$ cat src/design/qdc_pkg.sv
package qdc_pkg;

  // Width of the position counter
  localparam int COUNT_BITS = 7;
  // Width of the limit registers and of the reported count
  localparam int LIMIT_W = 7;
  localparam int COUNT_OUT_W = 7;
  // Compare width wide enough for both the counter and the limits
  localparam int CMP_W = (COUNT_BITS > LIMIT_W) ? COUNT_BITS : LIMIT_W;

  // Configuration register indexes
  localparam logic REG_MENU_LIMIT     = 1'b0;
  localparam logic REG_SETPOINT_LIMIT = 1'b1;

  // Reset values
  localparam logic [1:0]         PREV_AB_RST        = 2'b11;
  localparam logic [LIMIT_W-1:0] MENU_LIMIT_RST     = 7'd4;
  localparam logic [LIMIT_W-1:0] SETPOINT_LIMIT_RST = 7'd70;

  typedef logic signed [2:0] acc_t;

  // Detent thresholds: report above +2 or below -2
  localparam acc_t ACC_HI = 3'sd2;
  localparam acc_t ACC_LO = -3'sd2;

  typedef enum logic [1:0] {
    DIR_NONE = 2'd0,
    DIR_CW   = 2'd1,
    DIR_CCW  = 2'd2
  } dir_t;

  typedef enum logic [1:0] {
    MODE_HOME = 2'd0,
    MODE_MENU = 2'd1,
    MODE_SET  = 2'd2
  } mode_t;

  typedef struct packed {
    logic [1:0]            prev_ab;
    acc_t                  acc;
    logic [COUNT_BITS-1:0] pos;
  } dec_state_t;

  typedef struct packed {
    dir_t                   dir;
    logic [COUNT_OUT_W-1:0] count;
  } dec_result_t;

  // Quadrature transition table indexed by {prev_a, prev_b, a, b}
  function automatic logic signed [1:0] quad_step(input logic [3:0] idx);
    logic signed [1:0] s;
    case (idx)
      4'd1, 4'd7, 4'd8, 4'd14:  s = -2'sd1;
      4'd2, 4'd4, 4'd11, 4'd13: s = 2'sd1;
      default:                  s = 2'sd0;
    endcase
    return s;
  endfunction

endpackage

$ cat src/design/qdc_step.sv
module qdc_step import qdc_pkg::*; (
  input  dec_state_t         cur_state,
  input  logic               pin_a,
  input  logic               pin_b,
  input  logic [1:0]         ui_mode,
  input  logic [LIMIT_W-1:0] menu_limit,
  input  logic [LIMIT_W-1:0] setpoint_limit,
  output dec_state_t         next_state,
  output dec_result_t        result
);

  logic [1:0]        cur_ab;
  logic signed [1:0] step;
  acc_t              acc_sum;
  acc_t              acc_nxt;
  logic [LIMIT_W-1:0] limit;
  logic              moving;
  logic [CMP_W-1:0]  pos_ext;
  logic [CMP_W-1:0]  limit_ext;
  logic              can_inc;
  logic              can_dec;
  logic [COUNT_BITS-1:0] pos_nxt;
  logic [CMP_W-1:0]  pos_nxt_ext;
  dir_t              dir;

  // Table lookup and accumulate
  assign cur_ab  = {pin_a, pin_b};
  assign step    = quad_step({cur_state.prev_ab, cur_ab});
  assign acc_sum = cur_state.acc + acc_t'(step);

  // Active limit per mode; unused mode code acts like home
  always_comb begin
    case (ui_mode)
      MODE_MENU: begin
        limit  = menu_limit;
        moving = 1'b1;
      end
      MODE_SET: begin
        limit  = setpoint_limit;
        moving = 1'b1;
      end
      default: begin
        limit  = '0;
        moving = 1'b0;
      end
    endcase
  end

  assign pos_ext   = CMP_W'(cur_state.pos);
  assign limit_ext = CMP_W'(limit);
  assign can_inc   = moving && (pos_ext < limit_ext) && !(&cur_state.pos);
  assign can_dec   = moving && (cur_state.pos != '0);

  // Detent decision and counter move
  always_comb begin
    dir     = DIR_NONE;
    pos_nxt = cur_state.pos;
    acc_nxt = acc_sum;
    if (acc_sum > ACC_HI) begin
      dir = DIR_CW;
      acc_nxt = '0;
      if (can_inc) begin
        pos_nxt = cur_state.pos + COUNT_BITS'(1);
      end
    end else if (acc_sum < ACC_LO) begin
      dir = DIR_CCW;
      acc_nxt = '0;
      if (can_dec) begin
        pos_nxt = cur_state.pos - COUNT_BITS'(1);
      end
    end
  end

  assign next_state.prev_ab = cur_ab;
  assign next_state.acc     = acc_nxt;
  assign next_state.pos     = pos_nxt;

  assign pos_nxt_ext  = CMP_W'(pos_nxt);
  assign result.dir   = dir;
  assign result.count = pos_nxt_ext[COUNT_OUT_W-1:0];

endmodule

$ cat src/design/quadrature_detent_counter.sv
// Rotary encoder decoder with a detent counter. Each request carries one sample of the
// two encoder pins and the current UI mode (home, menu, set temperature) and yields
// exactly one result: the detent direction seen on this sample and the counter value
// after it. Requests are taken one per clock; the result is captured in the output
// register on acceptance, and in_ready stays high while that register is empty or being
// drained, so the sustained rate is one sample per cycle while out_ready is high. Limits
// are written through cfg_we/cfg_index/cfg_data and should only be changed while idle.
// After reset the pins are assumed high, the menu limit is 4 and the setpoint limit 70.
module quadrature_detent_counter import qdc_pkg::*; (
  input  logic                   clk,
  input  logic                   rst_n,
  input  logic                   in_valid,
  output logic                   in_ready,
  input  logic                   in_pin_a,
  input  logic                   in_pin_b,
  input  logic [1:0]             in_ui_mode,
  output logic                   out_valid,
  input  logic                   out_ready,
  output logic [1:0]             out_direction,
  output logic [COUNT_OUT_W-1:0] out_count_value,
  input  logic                   cfg_we,
  input  logic                   cfg_index,
  input  logic [LIMIT_W-1:0]     cfg_data
);

  logic [LIMIT_W-1:0] menu_limit_r;
  logic [LIMIT_W-1:0] setpoint_limit_r;
  dec_state_t         state_r;
  dec_state_t         state_nxt;
  dec_result_t        result_r;
  dec_result_t        result_nxt;
  logic               out_valid_r;
  logic               in_fire;

  assign in_ready = !out_valid_r || out_ready;
  assign in_fire  = in_valid && in_ready;

  // Per-sample decode
  qdc_step u_step (
    .cur_state      (state_r),
    .pin_a          (in_pin_a),
    .pin_b          (in_pin_b),
    .ui_mode        (in_ui_mode),
    .menu_limit     (menu_limit_r),
    .setpoint_limit (setpoint_limit_r),
    .next_state     (state_nxt),
    .result         (result_nxt)
  );

  // Limit registers
  always_ff @(posedge clk) begin
    if (!rst_n) begin
      menu_limit_r     <= MENU_LIMIT_RST;
      setpoint_limit_r <= SETPOINT_LIMIT_RST;
    end else if (cfg_we) begin
      case (cfg_index)
        REG_MENU_LIMIT:     menu_limit_r     <= cfg_data;
        REG_SETPOINT_LIMIT: setpoint_limit_r <= cfg_data;
        default: ;
      endcase
    end
  end

  // Decoder state
  always_ff @(posedge clk) begin
    if (!rst_n) begin
      state_r.prev_ab <= PREV_AB_RST;
      state_r.acc     <= '0;
      state_r.pos     <= '0;
    end else if (in_fire) begin
      state_r <= state_nxt;
    end
  end

  // Output register
  always_ff @(posedge clk) begin
    if (!rst_n) begin
      out_valid_r <= 1'b0;
    end else if (in_fire) begin
      out_valid_r <= 1'b1;
    end else if (out_ready) begin
      out_valid_r <= 1'b0;
    end
  end

  always_ff @(posedge clk) begin
    if (in_fire) begin
      result_r <= result_nxt;
    end
  end

  assign out_valid       = out_valid_r;
  assign out_direction   = result_r.dir;
  assign out_count_value = result_r.count;

endmodule

$ cat config.mk
export PLATFORM = sky130hd
export DESIGN_NAME = quadrature_detent_counter
export DESIGN_NICKNAME = d
export VERILOG_FILES = /design/src/design/qdc_pkg.sv /design/src/design/qdc_step.sv /design/src/design/quadrature_detent_counter.sv
export SDC_FILE = /design/constraint.sdc
export NUM_CORES = 1
export LEC_CHECK = 0
export ABC_AREA = 1
export BUFFER_PORTS_ARGS = -buffer_cell sky130_fd_sc_hd__clkbuf_2
export CORE_ASPECT_RATIO = 0.7
export CORE_MARGIN = 3
export CORE_UTILIZATION = 63
export DETAILED_ROUTE_END_ITERATION = 6
export PLACE_DENSITY = 0.89
export SETUP_SLACK_MARGIN = 0.05
export SYNTH_ARGS = -nofsm -noshare
export SYNTH_HDL_FRONTEND = slang
export SYNTH_SLANG_ARGS = --single-unit
$ cat constraint.sdc
create_clock -name clk -period 6.2 [get_ports clk]
set_input_delay 0.31 -clock clk [delete_from_list [all_inputs] [get_ports clk]]
set_output_delay 0.31 -clock clk [all_outputs]
set_load 0.05 [all_outputs]
==> flow_summary_export.csv, run 1 <==
group,metric,value,unit
drt,via_count_of_the_routed_design,2229,
setup_path,timing.reg2reg.worst_path_depth,17,
finish,num-nets-final,389,
floorplanning,core_area,3340,µm²
logic_synthesis,mappedNetlistNets,362,
timing,timing.slew.headroom,55.4,%
cts,clock_insertion_delay_worst_skew,290,ps
timing,unrepaired_setup_endpoints_after_global_routing,"no",
finish,most-common-layout-cells,"89 x sky130_fd_sc_hd__nand2_1, 45 x sky130_fd_sc_hd__inv_1, 32 x sky130_fd_sc_hd__nor2_1, 27 x sky130_fd_sc_hd__clkbuf_2, 27 x sky130_fd_sc_hd__dfxtp_1",
global_routing,grt_start_max_net_pins,21,
place,numPortBuffers,27,
finish,final_common_cell,"sky130_fd_sc_hd__nand2_1",
global_routing,number_of_global_route_vias_before_repair,1914,
finish,drive_above_1_share,13.2,%
logic_synthesis,yosysSeqAreaShare,34.6,%
global_routing,global_route.usage.met1,38.4,%
timing,fmax,0.362,GHz
drt,dr.pass1.iters,5,
floorplanning,chipHeight,57.0,µm
cts,cts_repair_resize_count,0,
timing,period_minus_slack,2760,ps
setup_path,critical_path.startpoint_type,"primary input",
logic_synthesis,syn-mean-instance-area,7.14,µm²
finish,n_fill_cell,267,
setup_path,timing_worst_setup_path_type,"primary input to register",
setup_path,crit_end,"out_count_value[6]",
floorplanning,fp.dieArea,4500,µm²
floorplanning,ios,28,
floorplanning,rows,17,
timing,setup_violations,0,
floorplanning,initial_core_util,70.1,%
place,placement.cell_area,2490,µm²
setup_path,source_of_the_critical_timing_path,"in_pin_a",
setup_path,crit_required,6250,ps
finish,final_area,2590,µm²
setup_path,cp-end-kind,"register",
logic_synthesis,synth.ff_latch_count,36,
logic_synthesis,cell_type_contributing_the_most_total_cell_area_after_synthesis,"sky130_fd_sc_hd__dfxtp_1",
global_routing,grt_util_met2,38.8,%
logic_synthesis,synth_top_area_share,23.1,%
cts,clock_sinks,36,
place,gpl.final_weighted_congestion,0.944,
cts,postCtsHoldBufs,0,
drt,drt_iter0_markers,224,
drt,post_drt_via_cell_ratio,5.53,
drt,wl_per_cell,13.6,µm
outcome,outcome,"complete, no violations",
drt,route.detailed.drc,0,
cts,numCtsBuffers,5,
timing,worst-slew-pin-transition,669,ps
cts,postCtsSetupRepairBufs,0,
timing,fin_crit_sh,44.5,%
timing,final-max-slew-violation-count,0,
cts,clkSlewWorstSetupHoldPaths,70,ps
setup_path,cp_max_fo,11,
flow_run,timing.max_cap.violations,0,
timing,final-hold-violation-count,0,
drt,antenna_violating_nets_left,0,
timing,worst_clock_skew,9.17,ps
global_routing,overflow,0,
logic_synthesis,synth_cell_type_count,30,
worst_hold_path,holdCritPathClass,"primary input to register",
global_routing,grt_pass1_wl,9140,µm
cts,cts-root-buf,"sky130_fd_sc_hd__clkbuf_8",
setup_path,r2r_end,"out_count_value[6]",
timing,fin_setup_tns,0,ps
place,place.detailed.hpwl,4180,µm
logic_synthesis,postSynthCellCount,328,
pwr,p_per_area,297,nW/µm²
cts,htreeDepth,2,
setup_path,critical_path.reg2reg.startpoint,"state_r[10]",
global_routing,grt_busiest_layer,"met2",
logic_synthesis,total_standard_cell_area_after_synthesis,2340,µm²
global_routing,use_met3,5.68,%
global_routing,number_of_antenna_violations_at_the_first_check_in_global_routing,0,
logic_synthesis,ys.warnings.count,0,
floorplanning,die_w,78.9,µm
global_routing,grt_use_total,26.1,%
drt,finalWirelength,5500,µm
cts,cts_tree,"done",
finish,syn_to_final_growth,10.4,%
setup_path,rrSetupSlack,3530,ps
pwr,p_leak,1.35,nW
pwr,vdd_drop_max,162,µV
logic_synthesis,ys_top_cells_by_area,"sky130_fd_sc_hd__dfxtp_1 23%, sky130_fd_sc_hd__nand2_1 14%, sky130_fd_sc_hd__edfxtp_1 12%",
finish,num_antenna_cells,0,
setup_path,worstPathArrival,2810,ps
cts,clockBufferDepth,2,
[registers in the layout, summed over array words and instances, names as in the netlist]
register and count:
setpoint_limit_r 7, out_direction 2, out_count_value 7, state_r 12
menu_limit_r 7, out_valid 1
[where the power goes]
| part | switching [mW] | total (mW) | internal (mW) |
|---|---|---|---|
| combinational | 0.205 | 0.295 | 0.0898 |
| clock | 0.0861 | 0.177 | 0.0906 |
| sequential | 0.0219 | 0.296 | 0.274 |
[metal layers]
layer  share of wire (%)  wire (µm)  up-vias
li1                    -          -     1111
met5                   0          0        -
met4                0.87         48        0
met1                  47       2570     1004
met2                  43       2340      107
met3                 9.9        544        7
[synthesized netlist by cell type]
library cell	instances
sky130_fd_sc_hd__nand2_1	89
sky130_fd_sc_hd__inv_1	45
sky130_fd_sc_hd__nor2_1	32
sky130_fd_sc_hd__dfxtp_1	27
sky130_fd_sc_hd__nand3_1	23
sky130_fd_sc_hd__ha_1	16
sky130_fd_sc_hd__o21ai_0	16
sky130_fd_sc_hd__a21oi_1	13
sky130_fd_sc_hd__nand4_1	10
sky130_fd_sc_hd__edfxtp_1	9
sky130_fd_sc_hd__xor2_1	7
sky130_fd_sc_hd__a22o_1	6
sky130_fd_sc_hd__clkbuf_1	4
sky130_fd_sc_hd__inv_2	3
sky130_fd_sc_hd__nand2_4	3
sky130_fd_sc_hd__o211ai_1	3
sky130_fd_sc_hd__o21ai_1	3
sky130_fd_sc_hd__xnor2_1	3
sky130_fd_sc_hd__buf_6	2
sky130_fd_sc_hd__clkinv_1	2
sky130_fd_sc_hd__nand2_2	2
sky130_fd_sc_hd__nand3_2	2
sky130_fd_sc_hd__a21o_1	1
sky130_fd_sc_hd__a21oi_2	1
sky130_fd_sc_hd__and3_1	1
sky130_fd_sc_hd__buf_2	1
sky130_fd_sc_hd__fa_1	1
sky130_fd_sc_hd__nand3b_2	1
sky130_fd_sc_hd__nand4_4	1
sky130_fd_sc_hd__nor3_1	1
[worst max-delay path, stage by stage]
cell and delay [ps]:
sky130_fd_sc_hd__clkbuf_2 110, sky130_fd_sc_hd__inv_1 70, sky130_fd_sc_hd__ha_1 300, sky130_fd_sc_hd__xnor2_1 180, sky130_fd_sc_hd__xor2_1 160, sky130_fd_sc_hd__inv_1 60, sky130_fd_sc_hd__ha_1 210, sky130_fd_sc_hd__fa_1 390
sky130_fd_sc_hd__xor2_1 230, sky130_fd_sc_hd__inv_1 110, sky130_fd_sc_hd__nand2_4 100, sky130_fd_sc_hd__nand2_4 60, sky130_fd_sc_hd__nand2_4 70, sky130_fd_sc_hd__inv_2 90, sky130_fd_sc_hd__nand2_1 90, sky130_fd_sc_hd__nand2_1 50
sky130_fd_sc_hd__inv_1 50, sky130_fd_sc_hd__nand2_1 50, sky130_fd_sc_hd__nand2_1 80, sky130_fd_sc_hd__inv_1 40
[logic make-up (layout without fill, tap and decap cells)]
logic type,count (synthesis),after routing,share of synthesized area [%]
AOI/OAI and AO/OA,43,43,10.7
xor gates and xnor gates,10,10,3.74
adders and majority gates,17,17,9.40
buffers and inverters,57,85,9.83
DFF,36,36,34.6
and+or+nand+nor,165,165,31.7
[cell type report]
class / instances / area (µm²) / share of cell area, %
multi-input cells: 235 / 1300 / 50.3
inverters: 50 / 188 / 7.26
clock buffers: 7 / 86.3 / 3.34
clock inverters: 1 / 6.26 / 0.242
well taps: 47 / 58.8 / 2.27
flip-flops and latches: 36 / 811 / 31.3
repair buffers: 27 / 135 / 5.22
[stage by stage]
stage | instances | power (mW) | utilization, % | setup WS (ps) | hold WS, ps
floorplan | 328 | 0.530 | - | 3520 | 423
global placement | 395 | 0.581 | 74.7 | 3320 | 450
detailed placement | 395 | 0.590 | 74.7 | 3140 | 447
CTS | 403 | 0.762 | 77.4 | 3460 | 229
global route | 403 | 0.816 | 77.4 | 3200 | 235
finish | 403 | 0.768 | 77.4 | 3440 | 228
[how the worst min path moves through the flow]
| stage | startpoint | end | depth (start not counted) |
|---|---|---|---|
| 3_5_place_dp | menu_limit_r[2] | menu_limit_r[2] | 2 |
| 6_report | cfg_data[1] | setpoint_limit_r[1] | 3 |
| 2_1_floorplan | cfg_data[1] | setpoint_limit_r[1] | 2 |
| 4_1_cts | cfg_data[2] | setpoint_limit_r[2] | 3 |
| 3_3_place_gp | menu_limit_r[2] | menu_limit_r[2] | 2 |
| 5_1_grt | cfg_data[1] | setpoint_limit_r[1] | 3 |
(Power assumes the default switching activity.)
==> run 2: changes to the inputs <==
CORE_UTILIZATION = 52   (was 63)
PLACE_DENSITY = 0.79   (was 0.89)
clock period = 2.5 ns   (was 6.2 ns; I/O delays follow)
==> flow_summary_export.csv, run 2 (same netlist as run 1, synthesis figures left out) <==
group,metric,value,unit
cts,clkSlewWorstSetupHoldPaths,80,ps
timing,setup_violations,0,
place,place.detailed.hpwl,4190,µm
cts,htreeDepth,2,
timing,fin_crit_sh,96.3,%
finish,final_area,2780,µm²
cts,cts-root-buf,"sky130_fd_sc_hd__clkbuf_8",
setup_path,crit_top_cell,"sky130_fd_sc_hd__inv_1",
cts,cts_tree,"done",
timing,holdWs,43.4,ps
finish,final_common_cell,"sky130_fd_sc_hd__nand2_1",
setup_path,timing_worst_setup_path_type,"register to register",
setup_path,slowest_stage,"sky130_fd_sc_hd__fa_2",
finish,largest_register_ff_count,12,
floorplanning,rows,19,
global_routing,overflow,0,
flow_run,timing.max_cap.violations,0,
cts,clock_sinks,36,
setup_path,cp-end-kind,"register",
place,gpl.final_weighted_congestion,0.984,
cts,clockBufferDepth,2,
floorplanning,core_area,4110,µm²
setup_path,worstPathArrival,2670,ps
global_routing,grt_pass1_wl,9230,µm
outcome,outcome,"complete, no violations",
drt,drt_iter0_markers,237,
global_routing,grt_busiest_layer,"met2",
setup_path,cp_max_fo,8,
pwr,p_per_area,717,nW/µm²
finish,syn_to_final_growth,18.6,%
setup_path,cp_cell_sequence,"xnor2_2 > xor2_1 > inv_1 > ha_2 > fa_2 > xor2_2 > inv_1 > nand2_4 > nand4_4 > inv_4 > buf_4 > nand3_2 > nand3_1 > nand2_1 > inv_1",
cts,postCtsHoldBufs,0,
global_routing,global_route.usage.met1,28.6,%
timing,fin_setup_tns,0,ps
drt,route.detailed.drc,0,
global_routing,grt_util_met2,33.7,%
worst_hold_path,holdCritPathClass,"primary input to register",
place,numPortBuffers,27,
timing,timing.slew.headroom,54.4,%
drt,post_drt_via_cell_ratio,5.42,
drt,wl_per_cell,13.4,µm
setup_path,max_incr_delay_on_cp,370,ps
timing,worst-slew-pin-transition,684,ps
drt,dr.pass1.iters,5,
cts,clock_insertion_delay_worst_skew,300,ps
finish,drive_above_1_share,20.9,%
global_routing,grt_use_total,21.2,%
floorplanning,ios,28,
finish,num_antenna_cells,0,
timing,final-max-slew-violation-count,0,
timing,fmax,0.415,GHz
pwr,vdd_drop_max,554,µV
floorplanning,initial_core_util,57.0,%
floorplanning,chipHeight,62.2,µm
floorplanning,die_w,86.2,µm
global_routing,grt_start_max_net_pins,21,
timing,unrepaired_setup_endpoints_after_global_routing,"yes",
finish,max_flop_register,"state_r",
drt,antenna_violating_nets_left,0,
timing,period_minus_slack,2410,ps
timing,worst_clock_skew,14.5,ps
place,placement.cell_area,2610,µm²
finish,most-common-layout-cells,"87 x sky130_fd_sc_hd__nand2_1, 43 x sky130_fd_sc_hd__inv_1, 32 x sky130_fd_sc_hd__nor2_1, 27 x sky130_fd_sc_hd__clkbuf_2, 26 x sky130_fd_sc_hd__dfxtp_1",
floorplanning,fp.dieArea,5360,µm²
global_routing,number_of_global_route_vias_before_repair,2084,
cts,numCtsBuffers,5,
drt,via_count_of_the_routed_design,2305,
timing,final-hold-violation-count,0,
global_routing,use_met3,4.49,%
global_routing,number_of_antenna_violations_at_the_first_check_in_global_routing,0,
pwr,p_leak,1.43,nW
setup_path,critical_path.startpoint_type,"register",
drt,finalWirelength,5680,µm
finish,num-nets-final,406,
setup_path,crit_required,2760,ps
-- run 2: cell count changes in the layout (fill, tap and decap cells not counted), sizes merged --
cell and delta:
buf +17, clkinv +1, clkbuf -1
-- run 2: timing repair --
| action | CTS | global route |
|---|---|---|
| pin swaps | 2 | 2 |
| resized for setup | 3 | 9 |
| setup endpoints to repair | 10 | 14 |
| hold endpoints to repair | 0 | 0 |
| setup buffers | 0 | 5 |
-- run 2: final timing paths --
path / from / to / slack [ps] / cells past startpoint
min: cfg_data[2] / setpoint_limit_r[2] / 40 / 3
min reg2reg: menu_limit_r[2] / menu_limit_r[2] / 480 / 2
max: state_r[10] / state_r[1] / 90 / 15
max reg2reg: state_r[10] / state_r[1] / 90 / 15
-- run 2: final cells by class --
cell class	count	area [µm²]
clock inverter	2	11.3
timing repair buffer	44	263
tap	52	65.1
fill	347	1340
multi-input combinational	235	1360
clock buffer	6	72.6
sequential	36	812
inverter	50	195
-- run 2: metal layers --
layer	wire length [µm]	vias to the layer above	part of all wire [%]
met1	2510	1042	44
met3	498	14	8.8
met5	0	-	0
met4	95	0	1.7
li1	-	1149	-
met2	2570	100	45
-- run 2: power by group --
part | leakage [nW] | switching (mW) | internal [mW]
Sequential | 0.313 | 0.0509 | 0.680
Combinational | 1.07 | 0.550 | 0.298
Clock | 0.0455 | 0.217 | 0.195
-- run 2: worst max-delay path, delay by kind of cell (launching register included) --
kind                       cells  cell delay [ps]
and+or+nand+nor                5              510
adders and majority gates      2              550
DFF                            1              340
buffers and inverters          5              480
xor gates and xnor gates       3              500
-- run 2: per-stage QoR --
step / std cells / setup WS (ps) / util, % / total power [mW]
finish: 425 / 91.5 / 67.5 / 1.99
global route: 425 / -50.1 / 67.5 / 2.10
CTS: 420 / 70.0 / 65.7 / 1.92
detailed placement: 412 / -222 / 63.4 / 1.50
global placement: 412 / -84.8 / 63.4 / 1.48
floorplan: 328 / 94.9 / - / 1.32
==> run 3: changes to the inputs <==
SETUP_SLACK_MARGIN = 0.2   (was 0.05)
==> flow_summary_export.csv, run 3 (same netlist as run 1, synthesis figures left out) <==
group,metric,value,unit
drt,wl_per_cell,13.7,µm
timing,final-max-slew-violation-count,0,
setup_path,critical_path.startpoint_type,"register",
timing,final-hold-violation-count,0,
cts,clkSlewWorstSetupHoldPaths,80,ps
drt,antenna_violating_nets_left,0,
setup_path,crit_required,2670,ps
timing,period_minus_slack,2380,ps
drt,route.detailed.drc,0,
cts,clock_insertion_delay_worst_skew,300,ps
drt,drt_iter0_markers,228,
setup_path,cp_cell_sequence,"xnor2_2 > xor2_1 > inv_1 > ha_2 > fa_2 > xor2_2 > inv_2 > nand2_4 > nand4_4 > nor2_1 > nand3_1 > nand2_1 > nand2_2 > inv_1",
setup_path,rrSetupSlack,120,ps
floorplanning,rows,19,
timing,setup_violations,0,
finish,num_antenna_cells,0,
place,gpl.final_weighted_congestion,1.00,
setup_path,crit_top_cell,"sky130_fd_sc_hd__inv_1",
cts,clockBufferDepth,2,
timing,fin_crit_sh,95.2,%
setup_path,timing_worst_setup_path_type,"register to register",
finish,multi_input_combinational_cell_area,1410,µm²
cts,clock_sinks,36,
global_routing,grt_pass1_wl,9900,µm
setup_path,max_incr_delay_on_cp,350,ps
setup_path,cp-end-kind,"register",
timing,worst-slew-pin-transition,770,ps
pwr,power_frac_comb,44.1,%
cts,htreeDepth,2,
global_routing,overflow,0,
finish,n_fill_cell,333,
cts,numCtsBuffers,5,
timing,fin_setup_tns,0,ps
drt,finalWirelength,5910,µm
floorplanning,initial_core_util,57.0,%
timing,timing.slew.headroom,48.6,%
pwr,p_leak,1.50,nW
finish,max_flop_register,"state_r",
floorplanning,die_w,86.2,µm
timing,fmax,0.420,GHz
pwr,vdd_drop_max,578,µV
floorplanning,core_area,4110,µm²
finish,drive_above_1_share,26.8,%
timing,unrepaired_setup_endpoints_after_global_routing,"yes",
finish,syn_to_final_growth,24.9,%
finish,largest_register_ff_count,12,
floorplanning,fp.dieArea,5360,µm²
setup_path,cp_max_fo,8,
floorplanning,chipHeight,62.2,µm
setup_path,worstPathArrival,2560,ps
pwr,net_switching,0.878,mW
finish,final_common_cell,"sky130_fd_sc_hd__nand2_1",
place,numPortBuffers,27,
place,place.detailed.hpwl,4320,µm
global_routing,number_of_antenna_violations_at_the_first_check_in_global_routing,0,
global_routing,grt_start_max_net_pins,21,
cts,cts_tree,"done",
worst_hold_path,holdCritPathClass,"primary input to register",
finish,num-nets-final,413,
pwr,sequentialPowerShare,33.7,%
timing,worst_clock_skew,7.04,ps
drt,via_count_of_the_routed_design,2316,
timing,fin_ws,119,ps
finish,final-seq-area,815,µm²
setup_path,slowest_stage,"sky130_fd_sc_hd__dfxtp_4",
place,dp_slack,-249,ps
pwr,swShare,40.7,%
flow_run,timing.max_cap.violations,0,
timing,holdWs,31.7,ps
drt,dr.pass1.iters,5,
outcome,outcome,"complete, no violations",
pwr,p_per_area,738,nW/µm²
finish,most-common-layout-cells,"79 x sky130_fd_sc_hd__nand2_1, 40 x sky130_fd_sc_hd__inv_1, 32 x sky130_fd_sc_hd__nor2_1, 27 x sky130_fd_sc_hd__clkbuf_2, 26 x sky130_fd_sc_hd__dfxtp_1",
pwr,p_int,1.28,mW
global_routing,grt_use_total,23.1,%
cts,cts-root-buf,"sky130_fd_sc_hd__clkbuf_8",
floorplanning,ios,28,
global_routing,number_of_global_route_vias_before_repair,2222,
drt,post_drt_via_cell_ratio,5.36,
pwr,power.share.clock,22.2,%
-- run 3: worst max-delay path: cells and delay by family (launching register included) --
family | cells | cell delay (ps)
adders and majority gates | 2 | 520
buffers and inverters | 3 | 180
and+or+nand+nor | 6 | 710
xor gates and xnor gates | 3 | 480
DFF | 1 | 350
-- run 3: repair_timing --
action	in CTS	in global routing
endpoints found under the setup margin	17	18
hold buffers	0	0
buffers inserted	5	3
gates cloned	1	0
pin swaps	8	13
gates resized for setup	16	16
hold endpoints to repair	0	0
-- run 3: per-layer routing --
layer	global-route usage, %	part of all wire [%]
met5	0	0
met4	7.39	1.5
met3	7.27	9.5
met2	35.6	45
met1	30.7	44
-- run 3: final timing paths --
| path | from | endpoint | depth (start not counted) |
|---|---|---|---|
| worst max-delay path | state_r[10] | out_count_value[6] | 14 |
| worst min-delay path | cfg_data[2] | setpoint_limit_r[2] | 3 |
| worst max register to register | state_r[10] | out_count_value[6] | 14 |
| worst min register to register | setpoint_limit_r[1] | setpoint_limit_r[1] | 2 |
-- run 3: final cells by class --
type                            count  area share (%)
Clock inverter                      2           0.385
Clock buffer                        6            3.21
Tap cell                           52            2.22
Inverter                           50            7.27
Timing Repair inverter              1           0.214
Multi-Input combinational cell    235            48.3
Sequential cell                    36            27.8
Timing Repair Buffer               50            10.5
-- run 3: per-stage QoR --
step                cells  util, %  cell area [µm²]  power [mW]
floorplan             328        -             2380        1.32
global placement      415     64.5             2650        1.51
detailed placement    415     64.5             2650        1.54
CTS                   429     69.3             2850        2.08
global route          432     71.1             2930        2.29
finish                432     71.1             2930        2.16
-- run 3: power groups by stage --
stage	Clock (mW)	Combinational (mW)	Sequential, mW
floorplan	0	0.489	0.834
global placement	0	0.773	0.739
detailed placement	0	0.797	0.741
CTS	0.482	0.867	0.726
global route	0.514	1.04	0.736
finish	0.479	0.952	0.728
